<file path="src/design/snd_pkg.sv">
// ----------------------------------------------------------------------------
// Sorted neighbor distances package
// Shared constants and types for the sorted neighbor distance block.
// ----------------------------------------------------------------------------
`default_nettype none
package snd_pkg;
    localparam int MAX_KEPT    = 16;
    localparam int NUM_SPECIES = 4;
    localparam int KEPT_W      = $clog2(MAX_KEPT);
    localparam int SPEC_W      = 2;
    localparam int CNT_W       = $clog2(MAX_KEPT + 1);

    localparam logic [1:0] REG_SEPARATE = 2'd0;
    localparam logic [1:0] REG_NEIGHBOR = 2'd1;
    localparam logic [1:0] REG_SPECIES  = 2'd2;
    localparam logic [1:0] REG_CUTOFF   = 2'd3;

    typedef enum logic [1:0] {
        ST_COLLECT,
        ST_EMIT,
        ST_ROOT,
        ST_HOLD
    } snd_state_t;

    // Insertion request broadcast to every cell of one species row.
    typedef struct packed {
        logic        valid;
        logic [31:0] value;
    } snd_ins_t;
endpackage
`default_nettype wire

</file>
<file path="src/design/snd_cell.sv">
// ----------------------------------------------------------------------------
// Insertion sort cell
// Holds one kept distance; takes the new value, its left neighbor's value or shift_in.
// ----------------------------------------------------------------------------
`default_nettype none
module snd_cell
    import snd_pkg::*;
(
    input  wire logic        clk,
    input  wire logic        rst_n,
    input  wire snd_ins_t    ins,
    input  wire logic        clear,
    input  wire logic        left_occ,
    input  wire logic        left_gt,
    input  wire logic [31:0] left_value,
    input  wire logic        shift_en,
    input  wire logic [31:0] shift_in,
    output logic             occ,
    output logic             gt,
    output logic [31:0]      value
);
    logic [31:0] value_reg;
    logic        occ_reg;
    logic [31:0] value_next;
    logic        occ_next;

    // A cell greater than the new value (or empty) yields: it takes the left
    // value if left also yields, else the new value.
    assign gt = !occ_reg || (value_reg > ins.value);

    always_comb
    begin
        value_next = value_reg;
        occ_next   = occ_reg;
        if (shift_en)
        begin
            value_next = shift_in;
        end
        else if (ins.valid && gt && left_occ)
        begin
            // left_occ is 1 for the first cell; empty cells past the fill take nothing.
            if (left_gt)
            begin
                value_next = left_value;
                occ_next   = 1'b1;
            end
            else
            begin
                value_next = ins.value;
                occ_next   = 1'b1;
            end
        end
        if (clear)
        begin
            occ_next = 1'b0;
        end
    end

    always_ff @(posedge clk or negedge rst_n)
    begin
        if (!rst_n)
        begin
            occ_reg <= 1'b0;
        end
        else
        begin
            occ_reg <= occ_next;
        end
    end

    always_ff @(posedge clk)
    begin
        value_reg <= value_next;
    end

    assign occ   = occ_reg;
    assign value = value_reg;
endmodule
`default_nettype wire

</file>
<file path="config.mk">
export PLATFORM = sky130hd
export DESIGN_NAME = snd_cell
export DESIGN_NICKNAME = d
export VERILOG_FILES = /design/src/design/snd_pkg.sv /design/src/design/snd_cell.sv
export SDC_FILE = /design/constraint.sdc
export NUM_CORES = 1
export LEC_CHECK = 0
export ABC_AREA = 1
export BUFFER_PORTS_ARGS = -buffer_cell sky130_fd_sc_hd__buf_2
export CAP_MARGIN = 20
export CORE_MARGIN = 2
export CORE_UTILIZATION = 41
export DETAILED_ROUTE_END_ITERATION = 8
export PLACE_DENSITY = 0.75
export SLEW_MARGIN = 30
export SYNTH_ARGS = -nofsm -noshare
export SYNTH_HDL_FRONTEND = slang
export SYNTH_SLANG_ARGS = --single-unit
</file>
<file path="constraint.sdc">
create_clock -name clk -period 2.2 [get_ports clk]
set_input_delay 0.44 -clock clk [delete_from_list [all_inputs] [get_ports clk]]
set_output_delay 0.44 -clock clk [all_outputs]
set_load 0.02 [all_outputs]
</file>
==> results.toml, run 1 <==
[outcome]
status = "finished with violations"
failed_checks = "negative setup slack"

[route]
antenna_left = 0
drc = 0
drt-vias-per-instance = 4.92
via_count = 2551
wl_per_cell_um = 13.2
wl_um = 6820
initialDrtViolationCount = 75
drtPass1Iterations = 4

[synth]
ys_seq_area_share_pct = 38.6
synth_top_area_share_pct = 37.6
synth_compound_area_share_pct = 22.5
yosys_warnings = 0
synth_cell_type_count = 21
synth-xor-area-share_pct = 0
syn-num-nets = 431
syn_inst = 296
synth.area.top_cells = "edfxtp_1, ha_1, nand2_1, o21a_1, o211ai_1"
synth_top_family_by_area = "compound AO/OA/AOI/OAI gates"
yosysTopAreaCell = "edfxtp_1"
postSynthAreaPerCell_um2 = 8.62
yosys-mux-area-fraction_pct = 0
synth_adder_area_share_pct = 15.7
ys_ff_latch = 33
syn_area_um2 = 2550
synthSimpleGateAreaFrac_pct = 14.7

[worst_hold_path]
hold_path_depth = 2
hold_path_class = "input port to flip-flop"

[floorplanning]
die_h_um = 82.9
rows = 28
die-area_um2 = 6870
initial_core_util_pct = 42.9
die_x_um = 82.9
ios = 137
core_region_area_um2 = 5960

[critical_path]
crit_slowest_cell = "edfxtp_1"
end_kind = "output port"
critical-path-max-stage-delay_ns = 0.44
critPathTopFamily = "flip-flops"
worst-setup-path-type = "flip-flop to output port"
critPathBufInv = 1
crit_top_cell = "nand2_1"
r2r_cells = 12
worst_ep_arrival_time_ns = 1.88
required_ns = 1.76
path_max_fanout = 2
worstPathCellList = "ha_4 -> a21oi_1 -> o21a_1 -> a21oi_2 -> nor2_1 -> nand2_1 -> nand2_1 -> nand2_2 -> buf_6"
cp.depth = 9
start_kind = "flip-flop"

[power_and_ir_drop]
ir_worst_vdd_uv = 260
p_int_mw = 1.33
p_per_area_nw_per_um2 = 516
p_sw_share_pct = 31.6
p_sw_mw = 0.616
seq_power_share_pct = 41.2
combPwrFrac_pct = 34.6
p_leak_nw = 1.81
p_clk_share_pct = 24.2

[sta]
period_share_pct = 106
finalHoldViolations = 0
fin_worst_skew_ns = 0.00667
tightest_slew_ns = 0.315
holdWs_ns = 0.296
relSlewSlack_pct = 79.0
grt_setup_unrepaired = "yes"
report.final.slew_viol_count = 0
clock.fmax_mhz = 430
period_minus_slack_ns = 2.32
setup_ws_ns = -0.123
setup_violations = 1

[grt]
grt_overflow_total = 0
grt_pass1_vias = 2435
grt_usage_pct = 18.6
grt_max_degree = 63
antenna_found_initial = 0
grt_pass1_wl_um = 10700

[finish]
area_growth_pct = 47.9
nets = 577
final_common_cell = "buf_2"
final_area_um2 = 3780
fin_util_pct = 63.4
largest_reg_flops = 32
drive_above_1_share_pct = 44.5
diodes = 0
final_cell_mix = "buf_2, nand2_1, inv_1"

[flow_run]
drv_cap = 0

[placed_design]
place_area_um2 = 3370
gp_congestion = 0.790
place_hpwl_um = 5120
io_buffers = 136
place_ws_ns = -0.0398

[cts]
clock_sinks = 33
cts.reportedPaths.clkPinSlew_ns = 0.07
cts_made_buffers = 5
clockBufferDepth = 2
root_buffer = "clkbuf_8"
htree_levels = 2
tritoncts = "done"
clk_latency_ns = 0.29
-- power by group through the flow --
| stage | Sequential (mW) | Clock [mW] | Combinational (mW) |
|---|---|---|---|
| floorplan | 0.872 | 0 | 0.281 |
| global placement | 0.804 | 0 | 0.562 |
| detailed placement | 0.806 | 0 | 0.577 |
| CTS | 0.796 | 0.486 | 0.615 |
| global route | 0.810 | 0.502 | 0.749 |
| finish | 0.803 | 0.473 | 0.674 |
-- synthesized netlist by cell type --
master,n
inv_2,4
clkbuf_1,3
nand4_1,2
o21ai_0,1
edfxtp_1,32
ha_1,32
a21o_1,1
o21a_1,31
nor2_1,11
inv_1,37
nand2_2,3
a21oi_1,21
nor2_4,1
nand3_1,1
o21ai_1,1
buf_2,10
o211ai_1,29
nand2_1,71
nor2_2,3
dfrtp_1,1
clkinv_1,1
-- area by class of cell --
class / count / area (µm²)
inverters: 42 / 158
multi-input cells: 208 / 1590
fillers: 493 / 2180
well taps: 75 / 93.8
repair buffers: 152 / 860
clock buffers: 8 / 90.1
flip-flops and latches: 33 / 986
-- metrics by stage --
stage	power [mW]	cells	TNS (ns)
after detailed placement	1.38	500	-0.910
after global placement	1.37	500	-0.0769
after global routing	2.06	518	-0.235
final	1.95	518	-0.123
after CTS	1.90	512	-0.0920
after floorplan	1.15	296	0
-- routing by layer --
metal	vias to the layer above	track usage, %	share of wire [%]	wire (µm)
li1	1310	-	-	-
met1	1135	22.9	43	2910
met2	94	32.3	49	3360
met3	12	4.17	6.1	419
met4	0	6.26	1.9	127
met5	-	0	0	0
-- worst register-to-register path: stages (launching register included) --
cell	delay (ns)
edfxtp_1	0.44
ha_4	0.31
nand2_4	0.06
nor2_4	0.11
nand4_1	0.15
nor2_4	0.13
nand2_1	0.06
nand2_1	0.05
nand2_1	0.07
nand2_2	0.08
nand2_1	0.09
nand2_4	0.12
buf_12	0.16
-- path summary, 6_finish.rpt --
kind                            endpoint  slack [ns]      start
worst max register to register  value[6]        0.09  value[23]
worst min-delay path                 occ        0.30      clear
min in group asynchronous            occ        0.45      rst_n
worst max-delay path                  gt       -0.12  value[23]
max in group asynchronous            occ        1.66      rst_n
worst min register to register       occ        0.57        occ
-- timing repair --
item / 4_1_cts / 5_1_grt
setup endpoints to repair: 1 / 33
gates resized for setup: 12 / 23
buffers inserted: 3 / 6
hold buffers: 1 / 0
hold endpoints to repair: 1 / 0
pin swaps: 14 / 22
-- cell families after synthesis --
| kind of cell | after synthesis |
|---|---|
| buffers and inverters | 55 |
| AO/OA/AOI/OAI | 84 |
| AND/OR/NAND/NOR | 92 |
| adder cells (fa/ha/maj) | 32 |
| flip-flops | 33 |
No activity file was read; power rests on OpenSTA's default activity.
==> run 2: changes to the inputs <==
--- a/config.mk
+++ b/config.mk
@@ -11,7 +11,7 @@
 export CORE_MARGIN = 2
 export CORE_UTILIZATION = 41
 export DETAILED_ROUTE_END_ITERATION = 8
-export PLACE_DENSITY = 0.75
+export PLACE_DENSITY = 0.77
 export SLEW_MARGIN = 30
 export SYNTH_ARGS = -nofsm -noshare
 export SYNTH_HDL_FRONTEND = slang
==> results.toml, run 2 (synthesis gave the netlist of run 1 again) <==
[outcome]
status = "finished with violations"
failed_checks = "negative setup slack"

[floorplanning]
die-area_um2 = 6870
core_region_area_um2 = 5960
rows = 28
die_h_um = 82.9
die_x_um = 82.9
initial_core_util_pct = 42.9
ios = 137

[sta]
setup-tns-final_ns = -0.0613
fin_worst_skew_ns = 0.00530
period_share_pct = 103
finalHoldViolations = 0
report.final.slew_viol_count = 0
holdWs_ns = 0.294
clock.fmax_mhz = 442
period_minus_slack_ns = 2.26
tightest_slew_ns = 0.357
setup_violations = 1
setup_ws_ns = -0.0613
grt_setup_unrepaired = "yes"
relSlewSlack_pct = 76.2

[grt]
gr-max-usage-layer = "met2"
grt_pass1_vias = 2613
grt_max_degree = 63
grt_usage_pct = 19.0
antenna_found_initial = 0
grt_overflow_total = 0
met3_usage_pct = 3.58
globalRouteMet2Util_pct = 35.0
grt_pass1_wl_um = 11100
grt_util_met1_pct = 22.1

[route]
drtPass1Iterations = 4
initialDrtViolationCount = 92
via_count = 2590
wl_um = 6780
wl_per_cell_um = 13.2
drt-vias-per-instance = 5.03
antenna_left = 0
drc = 0

[finish]
area_growth_pct = 49.4
nets = 574
final_common_cell = "buf_2"
final_cells = 515
largest_reg_flops = 32
drive_above_1_share_pct = 46.4
final_area_um2 = 3810
diodes = 0
final_cell_mix = "buf_2, nand2_1, inv_1"

[critical_path]
worst_ep_arrival_time_ns = 1.82
required_ns = 1.76
r2r_cells = 12
worstReg2RegStart = "value[21]"
end_kind = "output port"
r2r_setup_slack_ns = 0.12
reg2reg_to = "value[16]"
worst-setup-path-type = "flip-flop to output port"
path_max_fanout = 2
start_kind = "flip-flop"

[cts]
cts.reportedPaths.clkPinSlew_ns = 0.07
cts_made_buffers = 5
root_buffer = "clkbuf_8"
clock_sinks = 33
tritoncts = "done"
clk_latency_ns = 0.28
htree_levels = 2
clockBufferDepth = 2

[power_and_ir_drop]
p_per_area_nw_per_um2 = 572
ir_worst_vdd_uv = 355
p_leak_nw = 1.81

[placed_design]
dp.cells = 499
place_hpwl_um = 5100
io_buffers = 136
place_ws_ns = -0.0543
place_area_um2 = 3340
gp_congestion = 0.780

[flow_run]
drv_cap = 0

[worst_hold_path]
hold_path_depth = 2
min_from = "clear"
hold_end = "occ"
hold_path_class = "input port to flip-flop"
## run 2: layer usage
metal | up-vias | share of wire [%]
met2 | 97 | 50
met3 | 10 | 5.8
met1 | 1176 | 42
li1 | 1307 | -
met4 | 0 | 1.5
met5 | - | 0
## run 2: worst max path at each step
stage | startpoint | to | slack [ns]
finish | value[21] | gt | -0.06
global route | value[13] | gt | -0.17
CTS | value[23] | gt | -0.09
detailed placement | ins[23] | value[20] | -0.05
global placement | ins[23] | value[20] | -0.02
floorplan | value[23] | value[0] | 0.05
## run 2: repair_timing
| item | 4_1_cts | 5_1_grt |
|---|---|---|
| pin swaps | 10 | 19 |
| setup endpoints to repair | 1 | 33 |
| resized for setup | 12 | 32 |
| hold buffers | 1 | 0 |
| endpoints found under the hold margin | 1 | 0 |
| setup buffers | 2 | 5 |
## run 2: critical path: stages, from the launching register on
cell	delay, ns
edfxtp_1	0.43
ha_4	0.30
nand2_2	0.06
nor2_4	0.12
nand4_1	0.14
nor2_4	0.12
nand2_1	0.06
nand2_1	0.06
nand2_2	0.06
nand2_2	0.07
buf_6	0.11
## run 2: power breakdown
part / switching, mW / total [mW] / internal [mW]
clock network: 0.242 / 0.698 / 0.456
registers: 0.0424 / 0.804 / 0.761
logic: 0.362 / 0.677 / 0.315
## run 2: final cells by class
type                    count  area (µm²)
multi-input cells         208        1630
well taps                  75        93.8
clock inverters             3        68.8
fillers                   508        2140
clock buffers               5        68.8
flip-flops and latches     33         986
inverters                  42         158
repair buffers            149         812
## run 2: metrics by stage
stage	power (mW)	util, %
6_report	2.18	64.0
5_1_grt	2.31	64.0
4_1_cts	2.11	59.9
3_5_place_dp	1.38	56.0
3_3_place_gp	1.36	56.0
2_1_floorplan	1.15	-
==> run 3: changes to the inputs <==
--- a/config.mk
+++ b/config.mk
@@ -9,10 +9,11 @@
 export BUFFER_PORTS_ARGS = -buffer_cell sky130_fd_sc_hd__buf_2
 export CAP_MARGIN = 20
 export CORE_MARGIN = 2
-export CORE_UTILIZATION = 41
+export CORE_UTILIZATION = 45
 export DETAILED_ROUTE_END_ITERATION = 8
-export PLACE_DENSITY = 0.77
+export PLACE_DENSITY = 0.8
 export SLEW_MARGIN = 30
 export SYNTH_ARGS = -nofsm -noshare
 export SYNTH_HDL_FRONTEND = slang
 export SYNTH_SLANG_ARGS = --single-unit
+export TNS_END_PERCENT = 50
==> constraint.sdc (replaced) <==
create_clock -name clk -period 2.4 [get_ports clk]
set_input_delay 0.48 -clock clk [delete_from_list [all_inputs] [get_ports clk]]
set_output_delay 0.48 -clock clk [all_outputs]
set_load 0.02 [all_outputs]
==> results.toml, run 3 (synthesis gave the netlist of run 1 again) <==
[finish]
multi_input_area_um2 = 1480
fillCellCount = 486
final_area_um2 = 3580
final_common_cell = "buf_2"
area_growth_pct = 40.2
drive_above_1_share_pct = 40.8
seq_area_um2 = 986
largest_reg_flops = 32
final_cell_mix = "buf_2, nand2_1, inv_1"
nets = 569
diodes = 0

[grt]
grt_pass1_wl_um = 9980
grt_overflow_total = 0
antenna_found_initial = 0
grt_pass1_vias = 2395
grt_max_degree = 36
grt_usage_pct = 20.0

[flow_run]
drv_cap = 0

[cts]
htree_levels = 2
clk_latency_ns = 0.27
tritoncts = "done"
cts_made_buffers = 5
root_buffer = "clkbuf_8"
cts.reportedPaths.clkPinSlew_ns = 0.07
clockBufferDepth = 2
clock_sinks = 33

[placed_design]
place_hpwl_um = 5050
place_area_um2 = 3340
io_buffers = 136
gp_congestion = 0.783

[critical_path]
worstPathCellList = "ha_1 -> a21oi_1 -> o21ai_0 -> a21oi_2 -> nand2_1 -> nand2_1 -> nand2_1 -> nand2_2 -> nand2_2 -> buf_6"
cp.depth = 10
end_kind = "output port"
start_kind = "flip-flop"
path_max_fanout = 2
crit_slowest_cell = "edfxtp_1"
worst_ep_arrival_time_ns = 1.86
worst-setup-path-type = "flip-flop to output port"
critPathBufInv = 1
critPathTopFamily = "compound AO/OA/AOI/OAI gates"
r2r_cells = 12
crit_top_cell = "nand2_1"
critical-path-max-stage-delay_ns = 0.39
required_ns = 1.92

[route]
drt-vias-per-instance = 4.97
drtPass1Iterations = 4
wl_um = 6440
wl_per_cell_um = 12.7
initialDrtViolationCount = 80
via_count = 2517
antenna_left = 0
drc = 0

[sta]
report.final.slew_viol_count = 0
finalHoldViolations = 0
holdWs_ns = 0.350
setup-tns-final_ns = 0
setup_violations = 0
tightest_slew_ns = 0.475
grt_setup_unrepaired = "yes"
period_share_pct = 97.5
period_minus_slack_ns = 2.34
fin_worst_skew_ns = 0.00396
clock.fmax_mhz = 427
relSlewSlack_pct = 68.3

[power_and_ir_drop]
p_leak_nw = 1.74
power_mw = 1.68
p_per_area_nw_per_um2 = 470
ir_worst_vdd_uv = 248

[floorplanning]
core_region_area_um2 = 5510
die_x_um = 79.3
ios = 137
initial_core_util_pct = 46.4
die-area_um2 = 6290
die_h_um = 79.3
rows = 27

[outcome]
status = "complete, no violations"

[worst_hold_path]
hold_path_depth = 2
hold_path_class = "input port to flip-flop"
## run 3: cell types whose count changed in the layout (fill, tap and decap cells not counted), moves of 3 or more
| cell | before | now |
|---|---|---|
| ha_4 | 15 | 8 |
| a21oi_1 | 13 | 17 |
| ha_1 | 17 | 24 |
| a21oi_2 | 8 | 4 |
| buf_4 | 10 | 4 |
| nand2_4 | 3 | 0 |
| nand2_1 | 61 | 66 |
## run 3: timing repair
action                                  CTS  global route
buffers inserted                          0             2
endpoints found under the hold margin     1             0
hold buffers                              1             0
gates resized for setup                   0            20
endpoints found under the setup margin    0             1
## run 3: per-layer routing
layer  global-route usage (%)  vias to the layer above  routed length (µm)
met1                     23.4                     1136                2680
met4                     5.69                        0                  42
met2                     37.5                       83                3410
met5                        0                        -                   0
li1                         -                     1294                   -
met3                     3.07                        4                 313
## run 3: worst reg2reg max path, stage by stage (launching register included)
cell and delay (ns):
edfxtp_1 0.44, ha_4 0.31, nand2_2 0.06, nor2_2 0.10
nand4_1 0.15, nor2_4 0.15, nand2_1 0.06, nand2_1 0.07
nand2_2 0.06, nand2_2 0.07, nand2_1 0.06, nand2_2 0.11
buf_12 0.17
## run 3: cell type report
| cell class | instances | share of cell area (%) |
|---|---|---|
| Clock buffer | 6 | 2.03 |
| Clock inverter | 1 | 0.105 |
| Inverter | 42 | 4.40 |
| Multi-Input combinational cell | 208 | 41.4 |
| Sequential cell | 33 | 27.5 |
| Tap cell | 72 | 2.52 |
| Timing Repair Buffer | 144 | 22.0 |
## run 3: final timing paths
kind | startpoint | to | slack, ns
setup reg to reg | value[23] | value[17] | 0.30
min in group asynchronous | rst_n | occ | 0.50
hold / removal | clear | occ | 0.35
hold reg to reg | occ | occ | 0.59
max in group asynchronous | rst_n | occ | 1.81
setup / recovery | value[13] | gt | 0.06
## run 3: power breakdown
| part | switching [mW] | total [mW] | leakage [nW] | internal (mW) |
|---|---|---|---|---|
| registers | 0.0335 | 0.732 | 0.329 | 0.698 |
| logic | 0.306 | 0.562 | 1.38 | 0.256 |
| clock network | 0.192 | 0.388 | 0.0387 | 0.196 |
| total | 0.532 | 1.68 | 1.74 | 1.15 |
## run 3: metrics by stage
step	util [%]	setup WS (ns)	cells
2_1_floorplan	-	0.0833	296
3_3_place_gp	60.6	0.158	496
3_5_place_dp	60.6	0.133	496
4_1_cts	62.2	0.0302	504
5_1_grt	65.0	-0.0511	506
6_report	65.0	0.0605	506
