File: config.mk
export PLATFORM = sky130hd
export DESIGN_NAME = snd_root
export DESIGN_NICKNAME = d
export VERILOG_FILES = /design/src/design/snd_pkg.sv /design/src/design/snd_root.sv
export SDC_FILE = /design/constraint.sdc
export NUM_CORES = 1
export LEC_CHECK = 0
export CORE_MARGIN = 3
export CORE_UTILIZATION = 48
export CTS_CLUSTER_SIZE = 10
export DETAILED_ROUTE_END_ITERATION = 16
export DONT_BUFFER_PORTS = 1
export GPL_TIMING_DRIVEN = 0
export SETUP_SLACK_MARGIN = 0.4
export SYNTH_ARGS = -nofsm -noshare
export SYNTH_HDL_FRONTEND = slang
export SYNTH_SLANG_ARGS = --single-unit
File: constraint.sdc
create_clock -name clk -period 9.75 [get_ports clk]
set_input_delay 0.4875 -clock clk [delete_from_list [all_inputs] [get_ports clk]]
set_output_delay 0.4875 -clock clk [all_outputs]
set_load 0.03 [all_outputs]
File: src/design/snd_pkg.sv
// ----------------------------------------------------------------------------
// Sorted neighbor distances package
// Shared constants and types for the sorted neighbor distance block.
// ----------------------------------------------------------------------------
`default_nettype none
package snd_pkg;
    localparam int MAX_KEPT    = 16;
    localparam int NUM_SPECIES = 4;
    localparam int KEPT_W      = $clog2(MAX_KEPT);
    localparam int SPEC_W      = 2;
    localparam int CNT_W       = $clog2(MAX_KEPT + 1);

    localparam logic [1:0] REG_SEPARATE = 2'd0;
    localparam logic [1:0] REG_NEIGHBOR = 2'd1;
    localparam logic [1:0] REG_SPECIES  = 2'd2;
    localparam logic [1:0] REG_CUTOFF   = 2'd3;

    typedef enum logic [1:0] {
        ST_COLLECT,
        ST_EMIT,
        ST_ROOT,
        ST_HOLD
    } snd_state_t;

    // Insertion request broadcast to every cell of one species row.
    typedef struct packed {
        logic        valid;
        logic [31:0] value;
    } snd_ins_t;
endpackage
`default_nettype wire

File: src/design/snd_root.sv
// ----------------------------------------------------------------------------
// Iterative square root
// One result bit per cycle, floor(sqrt(v * 2^16)) truncated to 24 bits.
// ----------------------------------------------------------------------------
`default_nettype none
module snd_root
    import snd_pkg::*;
(
    input  wire logic        clk,
    input  wire logic        rst_n,
    input  wire logic        start,
    input  wire logic [31:0] value,
    output logic             done,
    output logic [23:0]      root
);
    logic [47:0] rem_reg, rem_next;
    logic [23:0] res_reg, res_next;
    logic [47:0] src_reg, src_next;
    logic [4:0]  step_reg, step_next;
    logic        busy_reg, busy_next;
    logic [49:0] trial;
    logic [49:0] shifted;

    always_comb
    begin
        rem_next  = rem_reg;
        res_next  = res_reg;
        src_next  = src_reg;
        step_next = step_reg;
        busy_next = busy_reg;
        shifted   = {rem_reg, src_reg[47:46]};
        trial     = shifted - {24'd0, res_reg, 2'b01};
        if (start)
        begin
            rem_next  = '0;
            res_next  = '0;
            src_next  = {value, 16'd0};
            step_next = '0;
            busy_next = 1'b1;
        end
        else if (busy_reg)
        begin
            src_next = {src_reg[45:0], 2'b00};
            if (!trial[49])
            begin
                rem_next = trial[47:0];
                res_next = {res_reg[22:0], 1'b1};
            end
            else
            begin
                rem_next = shifted[47:0];
                res_next = {res_reg[22:0], 1'b0};
            end
            step_next = step_reg + 5'd1;
            if (step_reg == 5'd23)
            begin
                busy_next = 1'b0;
            end
        end
    end

    always_ff @(posedge clk or negedge rst_n)
    begin
        if (!rst_n)
        begin
            busy_reg <= 1'b0;
            step_reg <= '0;
        end
        else
        begin
            busy_reg <= busy_next;
            step_reg <= step_next;
        end
    end

    always_ff @(posedge clk)
    begin
        rem_reg <= rem_next;
        res_reg <= res_next;
        src_reg <= src_next;
    end

    assign done = busy_reg && (step_reg == 5'd23);
    assign root = res_next;
endmodule
`default_nettype wire

==> results of run 1 <==
## where the power goes
part           total [uW]  internal (uW)  switching [uW]
combinational        1350            553             797
sequential            668            575            92.1
clock                 362            179             183
total                2380           1310            1070
## cells in the final DEF (no fill, tap or decap), types with 18 or more instances in the layout
master | netlist | layout
nor2_1 | 98 | 98
mux2i_1 | 29 | 29
a21oi_1 | 29 | 29
nand2_1 | 76 | 76
edfxtp_1 | 32 | 32
clkbuf_1 | 32 | 33
o21ai_0 | 22 | 22
xnor2_1 | 18 | 18
mux2_2 | 30 | 30
inv_1 | 38 | 37
ha_1 | 26 | 26
a311oi_1 | 30 | 30
dfxtp_1 | 72 | 72
## per-layer routing
metal  vias to the layer above  track usage  part of all wire
met2                       172       0.3640              0.45
met3                        27      0.06685             0.066
met4                         0      0.07143             0.019
met1                      2608       0.3056              0.46
li1                       2660            -                 -
met5                         -            0                 0
## worst max-delay path, cell delays in order, from the launching register on
cell,delay [ns]
dfxtp_1,0.36
inv_1,0.06
ha_1,0.26
clkbuf_1,0.26
nand2_1,0.15
o22ai_1,0.29
nor4_1,0.11
a211oi_1,0.65
nor2_1,0.17
xnor2_1,0.91
clkbuf_1,0.55
mux2i_1,0.15
nor2_1,0.51
## final cells by class
class                      count  share of cell area
multi-input combinational    537              0.5127
tap                          172             0.03086
buffer                        41             0.02548
sequential                   110              0.3660
clock buffer                  10             0.03283
clock inverter                 6            0.007356
inverter                      38             0.02045
timing repair buffer           2            0.004306
## path summary, 6_finish.rpt
path | to | depth (start not counted)
worst max-delay path | root[0] | 12
worst min-delay path | src_reg[17] | 1
worst max register to register | res_reg[0] | 12
worst min register to register | rem_reg[9] | 2
max in group asynchronous | busy_reg | 1
min in group asynchronous | step_reg[2] | 1
## cell families after synthesis
group           count (synthesis)  share of synthesized area
mux                            59                    0.09740
buf+inv                        79                    0.04967
fa+ha+maj                      26                    0.05045
compound gates                158                     0.1735
xor+xnor                       32                    0.04346
flops                         110                     0.3958
simple gates                  262                     0.1898
## timing repair
action / in CTS / in global routing
hold endpoints to repair: 6 / 0
hold buffers: 1 / 0
setup endpoints to repair: 0 / 0
## metrics by stage
stage	hold slack, ns	power [uW]	std cells	instance area (sq um)
final	0.3267	2379	916	6974
after global routing	0.3192	2566	916	6974
after CTS	0.3140	2372	915	6954
after detailed placement	0.1923	1995	898	6664
after global placement	0.1922	1973	898	6664
after floorplan	0.1919	1702	726	6449
==> results.py, run 1 <==
metrics = {
    "global_routing": {
        "track_usage": 0.2301,
        "grt_pass1_wl_mm": 26.87,
        "grt_pass1_vias": 5317,
        "grt_max_degree": 35,
        "antenna_found_initial": 0,
        "overflow": 0,
    },
    "clock_tree": {
        "ctsResizeCount": 0,
        "cts_setup_buffers": 0,
        "clockBufferDepth": 2,
        "h-tree-depth": 3,
        "clk_pin_slew_ns": 0.08,
        "numCtsBuffers": 9,
        "cts_tree": "yes",
        "cts-root-buf": "clkbuf_16",
        "cts_num_sinks": 110,
        "insertion_delay_ns": 0.37,
    },
    "critical_path": {
        "crit-reg2reg-launch": "res_reg[10]",
        "cp_max_fo": 10,
        "path_class": "flip-flop to output port",
        "crit_start": "res_reg[10]",
        "critPathArrivalTime_ns": 4.83,
        "reg2reg_slack_ns": 5.12,
        "end_kind": "output port",
        "cp.required_ns": 9.26,
        "startpoint_type": "flip-flop",
    },
    "finish": {
        "multi_input_area_sq_um": 3576,
        "num_antenna_cells": 0,
        "areaGrowthSynthToFinish_pct": 8.149,
        "drive_gt1_frac": 0.07661,
        "largest_reg_flops": 48,
        "fill_cells": 1228,
        "regArea_sq_um": 2552,
        "final_nets": 800,
        "finish.utilization": 0.5416,
    },
    "placement": {
        "numPortBuffers": 0,
        "gp_congestion": 0.8938,
        "hpwl_mm": 11.91,
        "place_ws_ns": 4.838,
    },
    "synthesis": {
        "synth_top_area_share": 0.2235,
        "ys_types": 57,
        "synth_edf_count": 32,
        "synthTopCellsByCount": "nor2_1, nand2_1, dfxtp_1, inv_1",
        "yosysSeqAreaShare": 0.3958,
        "synth_fp_nets": 787,
        "syn_inst": 726,
        "synth-seq-cells": 110,
        "synthesis.area_sq_um": 6449,
        "yosysMostFrequentCell": "nor2_1",
        "async_flop_share": 0.05455,
        "synth.largest_area_cell": "dfxtp_1",
        "yosysWarnings": 0,
        "synth_area_leaders": "dfxtp_1, edfxtp_1, nor2_1",
        "syn_area_per_cell_sq_um": 8.882,
        "synth-main-ff-cell": "dfxtp_1",
    },
    "floorplanning": {
        "ios": 60,
        "die_y_um": 121.9,
        "die_w_um": 121.9,
        "die_area_sq_um": 14860,
        "initial_utilization": 0.5008,
        "rows": 41,
        "core_region_area_sq_um": 12880,
    },
    "routing": {
        "drc_errors": 0,
        "drt-initial-drc-count": 391,
        "vias": 5467,
        "drtAntennaViolNets": 0,
        "totalWireLength_mm": 16.35,
        "viasPerCell": 5.968,
        "dr.pass1.iters": 6,
        "avgRoutedWirePerCell_um": 17.85,
    },
    "timing": {
        "finalSetupViolCount": 0,
        "setup-tns-final_ns": 0,
        "fin_crit_ns": 5.313,
        "rsz0062_at_grt": "no",
        "relSlewSlack": 0.2490,
        "worst_slack_ns": 4.437,
        "fin_skew_ns": 0.01518,
        "fmax_mhz": 188.2,
        "worstMarginPinSlew_ns": 1.118,
        "timing.final.crit_share": 0.5450,
        "hold_violations": 0,
        "slew_viol_final": 0,
    },
    "power_and_ir_drop": {
        "ir_drop_uv": 135.6,
        "p_leak_uw": 0.002875,
        "power.density_nw_per_um2": 341.1,
    },
    "outcome": {
        "status": "finished clean",
    },
    "min_path": {
        "holdCritPathClass": "input pin to flip-flop",
        "hold_start": "value[1]",
    },
    "flow_run": {
        "cap_violations": 0,
    },
}
No activity file was read; power rests on OpenSTA's default activity.
==> inputs of run 2 (changes only) <==
Settings changed: PLACE_DENSITY set to 0.65.
Clock period 9.75 ns to 4.7 ns, I/O delays scaled along.
==> run 2 against run 1 <==
Compared with the run above: register-to-register slack got worse by 4.3 ns; die area unchanged; worst hold slack got worse by 0.26 ns; power grew 110%; sequential power grew 110%; first-iteration DRC count rose by 29%; clock skew down 0.0028 ns; final area grew 0.81%; critical path depth is the same; via count rose by 0.68%; sequential share of layout area shrank 0.29 points; largest cell class unchanged.
==> results.py, run 2 (synthesized netlist as in run 1, its figures left out) <==
metrics = {
    "outcome": {
        "status": "finished clean",
    },
    "placement": {
        "hpwl_mm": 11.67,
        "dp_cells": 898,
        "placed_area_sq_um": 6664,
        "numPortBuffers": 0,
        "gp_congestion": 0.9414,
    },
    "clock_tree": {
        "cts_tree": "yes",
        "insertion_delay_ns": 0.37,
        "h-tree-depth": 3,
        "clk_pin_slew_ns": 0.08,
        "clockBufferDepth": 2,
        "cts-root-buf": "clkbuf_16",
        "cts_num_sinks": 110,
        "numCtsBuffers": 9,
    },
    "critical_path": {
        "slowest_delay_ns": 0.42,
        "crit_family": "simple AND/OR/NAND/NOR gates",
        "crit_chain": "inv_1 > ha_1 > clkbuf_1 > a21oi_1 > o21ai_0 > a21boi_0 > nand4_2 > nor2_1 > xnor2_4 > clkbuf_2 > mux2i_1 > nor2_2",
        "reg2regPathDepth": 12,
        "startpoint_type": "flip-flop",
        "crit-reg2reg-launch": "res_reg[10]",
        "end_kind": "output port",
        "reg2reg_slack_ns": 0.81,
        "reg2reg_to": "rem_reg[13]",
        "cp_slowest_cell": "a21boi_0",
        "critPathArrivalTime_ns": 3.72,
        "cp_max_fo": 10,
        "cp.required_ns": 4.47,
        "path_class": "flip-flop to output port",
        "path_buf_inv": 3,
    },
    "timing": {
        "hold_violations": 0,
        "fin_crit_ns": 3.955,
        "rsz0062_at_grt": "no",
        "fmax_mhz": 252.8,
        "finalSetupViolCount": 0,
        "relSlewSlack": 0.1352,
        "slew_viol_final": 0,
        "timing.final.crit_share": 0.8416,
        "fin_skew_ns": 0.01234,
        "worstMarginPinSlew_ns": 1.296,
        "setup-tns-final_ns": 0,
    },
    "power_and_ir_drop": {
        "power.density_nw_per_um2": 712.8,
        "ir_drop_uv": 231.6,
        "p_leak_uw": 0.002893,
    },
    "min_path": {
        "whs_path_depth": 1,
        "hold_end": "src_reg[16]",
        "hold_start": "value[0]",
        "holdCritPathClass": "input pin to flip-flop",
    },
    "finish": {
        "layout_common_cells": "nor2_1, nand2_1, dfxtp_1",
        "areaGrowthSynthToFinish_pct": 9.022,
        "fin_cells": 918,
        "final_common_cell": "nor2_1",
        "final_nets": 802,
        "largest_reg_flops": 48,
        "num_antenna_cells": 0,
        "fill_cells": 1159,
        "finish.utilization": 0.5460,
        "drive_gt1_frac": 0.08713,
        "fin_area_sq_um": 7030,
    },
    "routing": {
        "drt-initial-drc-count": 504,
        "vias": 5504,
        "viasPerCell": 5.996,
        "drc_errors": 0,
        "drtAntennaViolNets": 0,
        "avgRoutedWirePerCell_um": 17.44,
        "dr.pass1.iters": 5,
        "totalWireLength_mm": 16.01,
    },
    "global_routing": {
        "antenna_found_initial": 0,
        "grt_max_degree": 35,
        "track_usage": 0.2218,
        "grt_pass1_vias": 5088,
        "grt_pass1_wl_mm": 26.24,
        "overflow": 0,
    },
    "floorplanning": {
        "die_w_um": 121.9,
        "die_area_sq_um": 14860,
        "ios": 60,
        "initial_utilization": 0.5008,
        "core_region_area_sq_um": 12880,
        "die_y_um": 121.9,
        "rows": 41,
    },
    "flow_run": {
        "cap_violations": 0,
    },
}
-- run 2: changes by cell type in the layout (fill, tap and decap cells not counted), sizes merged --
cell      change
buf           +2
clkbuf        -1
clkinv        -1
clkinvlp      +1
inv           +1
-- run 2: how the worst max path moves through the flow --
stage | from | end | slack (ns) | cells past startpoint
2_1_floorplan | res_reg[10] | root[0] | 1.22 | 12
3_3_place_gp | res_reg[2] | root[0] | 0.07 | 11
3_5_place_dp | res_reg[2] | root[0] | -0.02 | 11
4_1_cts | res_reg[2] | root[0] | 0.43 | 11
5_1_grt | res_reg[10] | rem_reg[21] | 0.43 | 12
6_report | res_reg[22] | root[0] | 0.74 | 12
-- run 2: what timing repair did --
| item | CTS | global route |
|---|---|---|
| cloned | 0 | 0 |
| resized for setup | 4 | 3 |
| hold endpoints to repair | 6 | 0 |
| setup buffers | 0 | 3 |
| pin swaps | 0 | 1 |
| hold buffers | 1 | 0 |
| endpoints found under the setup margin | 10 | 2 |
-- run 2: final cells by class --
class                      count  area, sq um  area share
timing repair buffer           4        32.53    0.004627
buffer                        41        178.9     0.02545
sequential                   110         2552      0.3631
tap                          172        215.2     0.03061
multi-input combinational    537         3606      0.5129
clock buffer                   9        225.2     0.03203
inverter                      38        142.6     0.02029
clock inverter                 7        77.57     0.01103
-- run 2: power breakdown --
group | leakage (uW) | switching [uW] | total, uW | internal [uW]
Sequential | 0.00101 | 195 | 1390 | 1190
Combinational | 0.00174 | 1650 | 2840 | 1180
Clock | 0.000147 | 406 | 788 | 382
-- run 2: metrics by stage --
stage	hold slack, ns	total power, uW	setup slack (ns)
after floorplan	-0.06059	3530	1.218
after global placement	-0.06024	4077	0.06673
after detailed placement	-0.06024	4121	-0.02113
after CTS	0.05391	4948	0.4294
after global routing	0.07164	5394	0.4340
final	0.06241	5011	0.7445
-- run 2: worst register-to-register path, delay by kind of cell, from the launching register on --
family                     cells  cell delay (ns)
adders and majority gates      1             0.26
and+or+nand+nor                4             0.62
AOI/OAI and AO/OA              3             1.00
xor gates and xnor gates       1             0.70
DFF                            1             0.35
buffers and inverters          3             0.86
-- run 2: per-layer routing --
layer | global-route usage | up-vias | part of all wire
met3 | 0.04643 | 24 | 0.088
li1 | - | 2673 | -
met2 | 0.3439 | 209 | 0.45
met5 | 0 | - | 0
met4 | 0.06022 | 0 | 0.014
met1 | 0.3154 | 2598 | 0.45
==> inputs of run 3 (changes only) <==
Settings changed: PLACE_DENSITY 0.65 to unset.
Clock period 4.7 ns to 3.95 ns, I/O delays scaled along.
==> run 3 against run 2 <==
Compared with the run above: flip-flop and latch count is the same; register-to-register slack worse by 0.30 ns; combinational power is 32% higher; non-clock buffer count rose by 8; global-route usage is 0.94 points higher; clock power grew 14%; worst hold slack worse by 0.025 ns.
==> results.py, run 3 (synthesized netlist as in run 1, its figures left out) <==
metrics = {
    "routing": {
        "met2_length_mm": 7.723,
        "drtAntennaViolNets": 0,
        "totalWireLength_mm": 16.86,
        "wl_met1_mm": 7.563,
        "avgRoutedWirePerCell_um": 18.20,
        "drc_errors": 0,
        "viasPerCell": 6.004,
        "wl_met3_mm": 1.258,
        "top_layer": "met4",
        "drt-initial-drc-count": 425,
        "vias": 5560,
        "dr.pass1.iters": 5,
    },
    "power_and_ir_drop": {
        "ir_drop_uv": 324.5,
        "p_leak_uw": 0.002979,
        "power.density_nw_per_um2": 866.8,
    },
    "min_path": {
        "holdCritPathClass": "input pin to flip-flop",
    },
    "critical_path": {
        "cp_max_fo": 10,
        "path_class": "flip-flop to flip-flop",
        "startpoint_type": "flip-flop",
        "critPathArrivalTime_ns": 3.72,
        "end_kind": "flip-flop",
        "cp.required_ns": 4.23,
    },
    "finish": {
        "fin_area_sq_um": 7301,
        "layout_common_cells": "nor2_1, nand2_1, dfxtp_1",
        "drive_gt1_frac": 0.1592,
        "regArea_sq_um": 2567,
        "num_antenna_cells": 0,
        "areaGrowthSynthToFinish_pct": 13.21,
        "fin_cells": 926,
        "fill_cells": 1191,
        "largest_reg_flops": 48,
        "multi_input_area_sq_um": 3791,
        "final_common_cell": "nor2_1",
        "final_nets": 810,
    },
    "timing": {
        "timing.final.crit_share": 0.8707,
        "slew_viol_final": 0,
        "fin_skew_ns": 0.01315,
        "finalSetupViolCount": 0,
        "rsz0062_at_grt": "no",
        "fmax_mhz": 290.8,
        "relSlewSlack": 0.4476,
        "worstMarginPinSlew_ns": 0.8286,
        "fin_crit_ns": 3.439,
        "hold_violations": 0,
    },
    "floorplanning": {
        "rows": 41,
        "core_region_area_sq_um": 12880,
        "initial_utilization": 0.5008,
        "die_w_um": 121.9,
        "ios": 60,
        "die_area_sq_um": 14860,
        "die_y_um": 121.9,
    },
    "clock_tree": {
        "clk_pin_slew_ns": 0.07,
        "cts-root-buf": "clkbuf_16",
        "cts_tree": "yes",
        "cts_num_sinks": 110,
        "numCtsBuffers": 9,
        "insertion_delay_ns": 0.37,
        "clockBufferDepth": 2,
        "h-tree-depth": 3,
    },
    "placement": {
        "dp_cells": 898,
        "hpwl_mm": 11.91,
        "placed_area_sq_um": 6664,
        "numPortBuffers": 0,
        "gp_congestion": 0.8938,
    },
    "global_routing": {
        "grt_pass1_wl_mm": 26.98,
        "antenna_found_initial": 0,
        "track_usage": 0.2312,
        "grt_pass1_vias": 5332,
        "grt_max_degree": 35,
        "overflow": 0,
    },
    "outcome": {
        "status": "finished clean",
    },
    "flow_run": {
        "cap_violations": 0,
    },
}
run 3: cell types whose count changed in the layout (fill, tap and decap cells not counted), sizes merged:
| cell | change |
|---|---|
| buf | +10 |
| clkbuf | -1 |
| clkinv | +1 |
| clkinvlp | -1 |
| inv | -1 |
run 3: routing by layer:
layer | global-route usage | vias up
met1 | 0.3083 | 2658
met5 | 0 | -
met2 | 0.3643 | 184
met4 | 0.07213 | 0
met3 | 0.06685 | 32
li1 | - | 2686
run 3: through the flow:
step / util / setup slack (ns) / setup TNS [ns] / power (uW) / hold WS [ns]
finish: 0.5670 / 0.5107 / 0 / 6328 / 0.03772
global route: 0.5670 / 0.4015 / 0 / 6776 / 0.02924
floorplan: - / 0.5059 / 0 / 4200 / -0.09809
global placement: 0.5175 / -0.6471 / -5.522 / 4870 / -0.09777
CTS: 0.5443 / 0.2834 / 0 / 5919 / 0.02402
detailed placement: 0.5175 / -0.6720 / -6.157 / 4924 / -0.09773
run 3: worst max-delay path, stage by stage, from the launching register on:
cell and delay [ns]:
dfxtp_2 0.35, or4_4 0.56, or3_4 0.34, buf_6 0.14, nor3_4 0.18, nand4_2 0.16
or4_4 0.45, buf_6 0.15, a21o_1 0.21, buf_6 0.15, or4_1 0.42, a311oi_2 0.26
run 3: cell type report:
type | count | share of cell area
well taps | 172 | 0.02948
plain buffers | 41 | 0.02725
clock buffers | 10 | 0.03136
clock inverters | 6 | 0.007027
flip-flops and latches | 110 | 0.3517
repair buffers | 12 | 0.01440
multi-input cells | 537 | 0.5193
inverters | 38 | 0.01954
run 3: worst paths after layout:
check / slack, ns / depth (start not counted) / endpoint / startpoint
hold reg to reg: 0.49 / 2 / rem_reg[9] / rem_reg[7]
setup / recovery: 0.51 / 11 / rem_reg[37] / rem_reg[34]
min in group asynchronous: 0.14 / 1 / step_reg[4] / rst_n
max in group asynchronous: 3.59 / 1 / step_reg[3] / rst_n
hold / removal: 0.04 / 1 / src_reg[17] / value[1]
setup reg to reg: 0.51 / 11 / rem_reg[37] / rem_reg[34]
run 3: repair_timing:
action | in CTS | in global routing
hold endpoints to repair | 6 | 0
hold buffers | 1 | 0
setup endpoints to repair | 38 | 37
resized for setup | 12 | 64
buffers inserted | 1 | 9
pin swaps | 2 | 12
run 3: report_power, final:
group          leakage, uW  total (uW)  switching, uW  internal (uW)
logic              0.00183        3760           2120           1640
registers          0.00101        1670            240           1430
clock network     0.000140         898            456            442
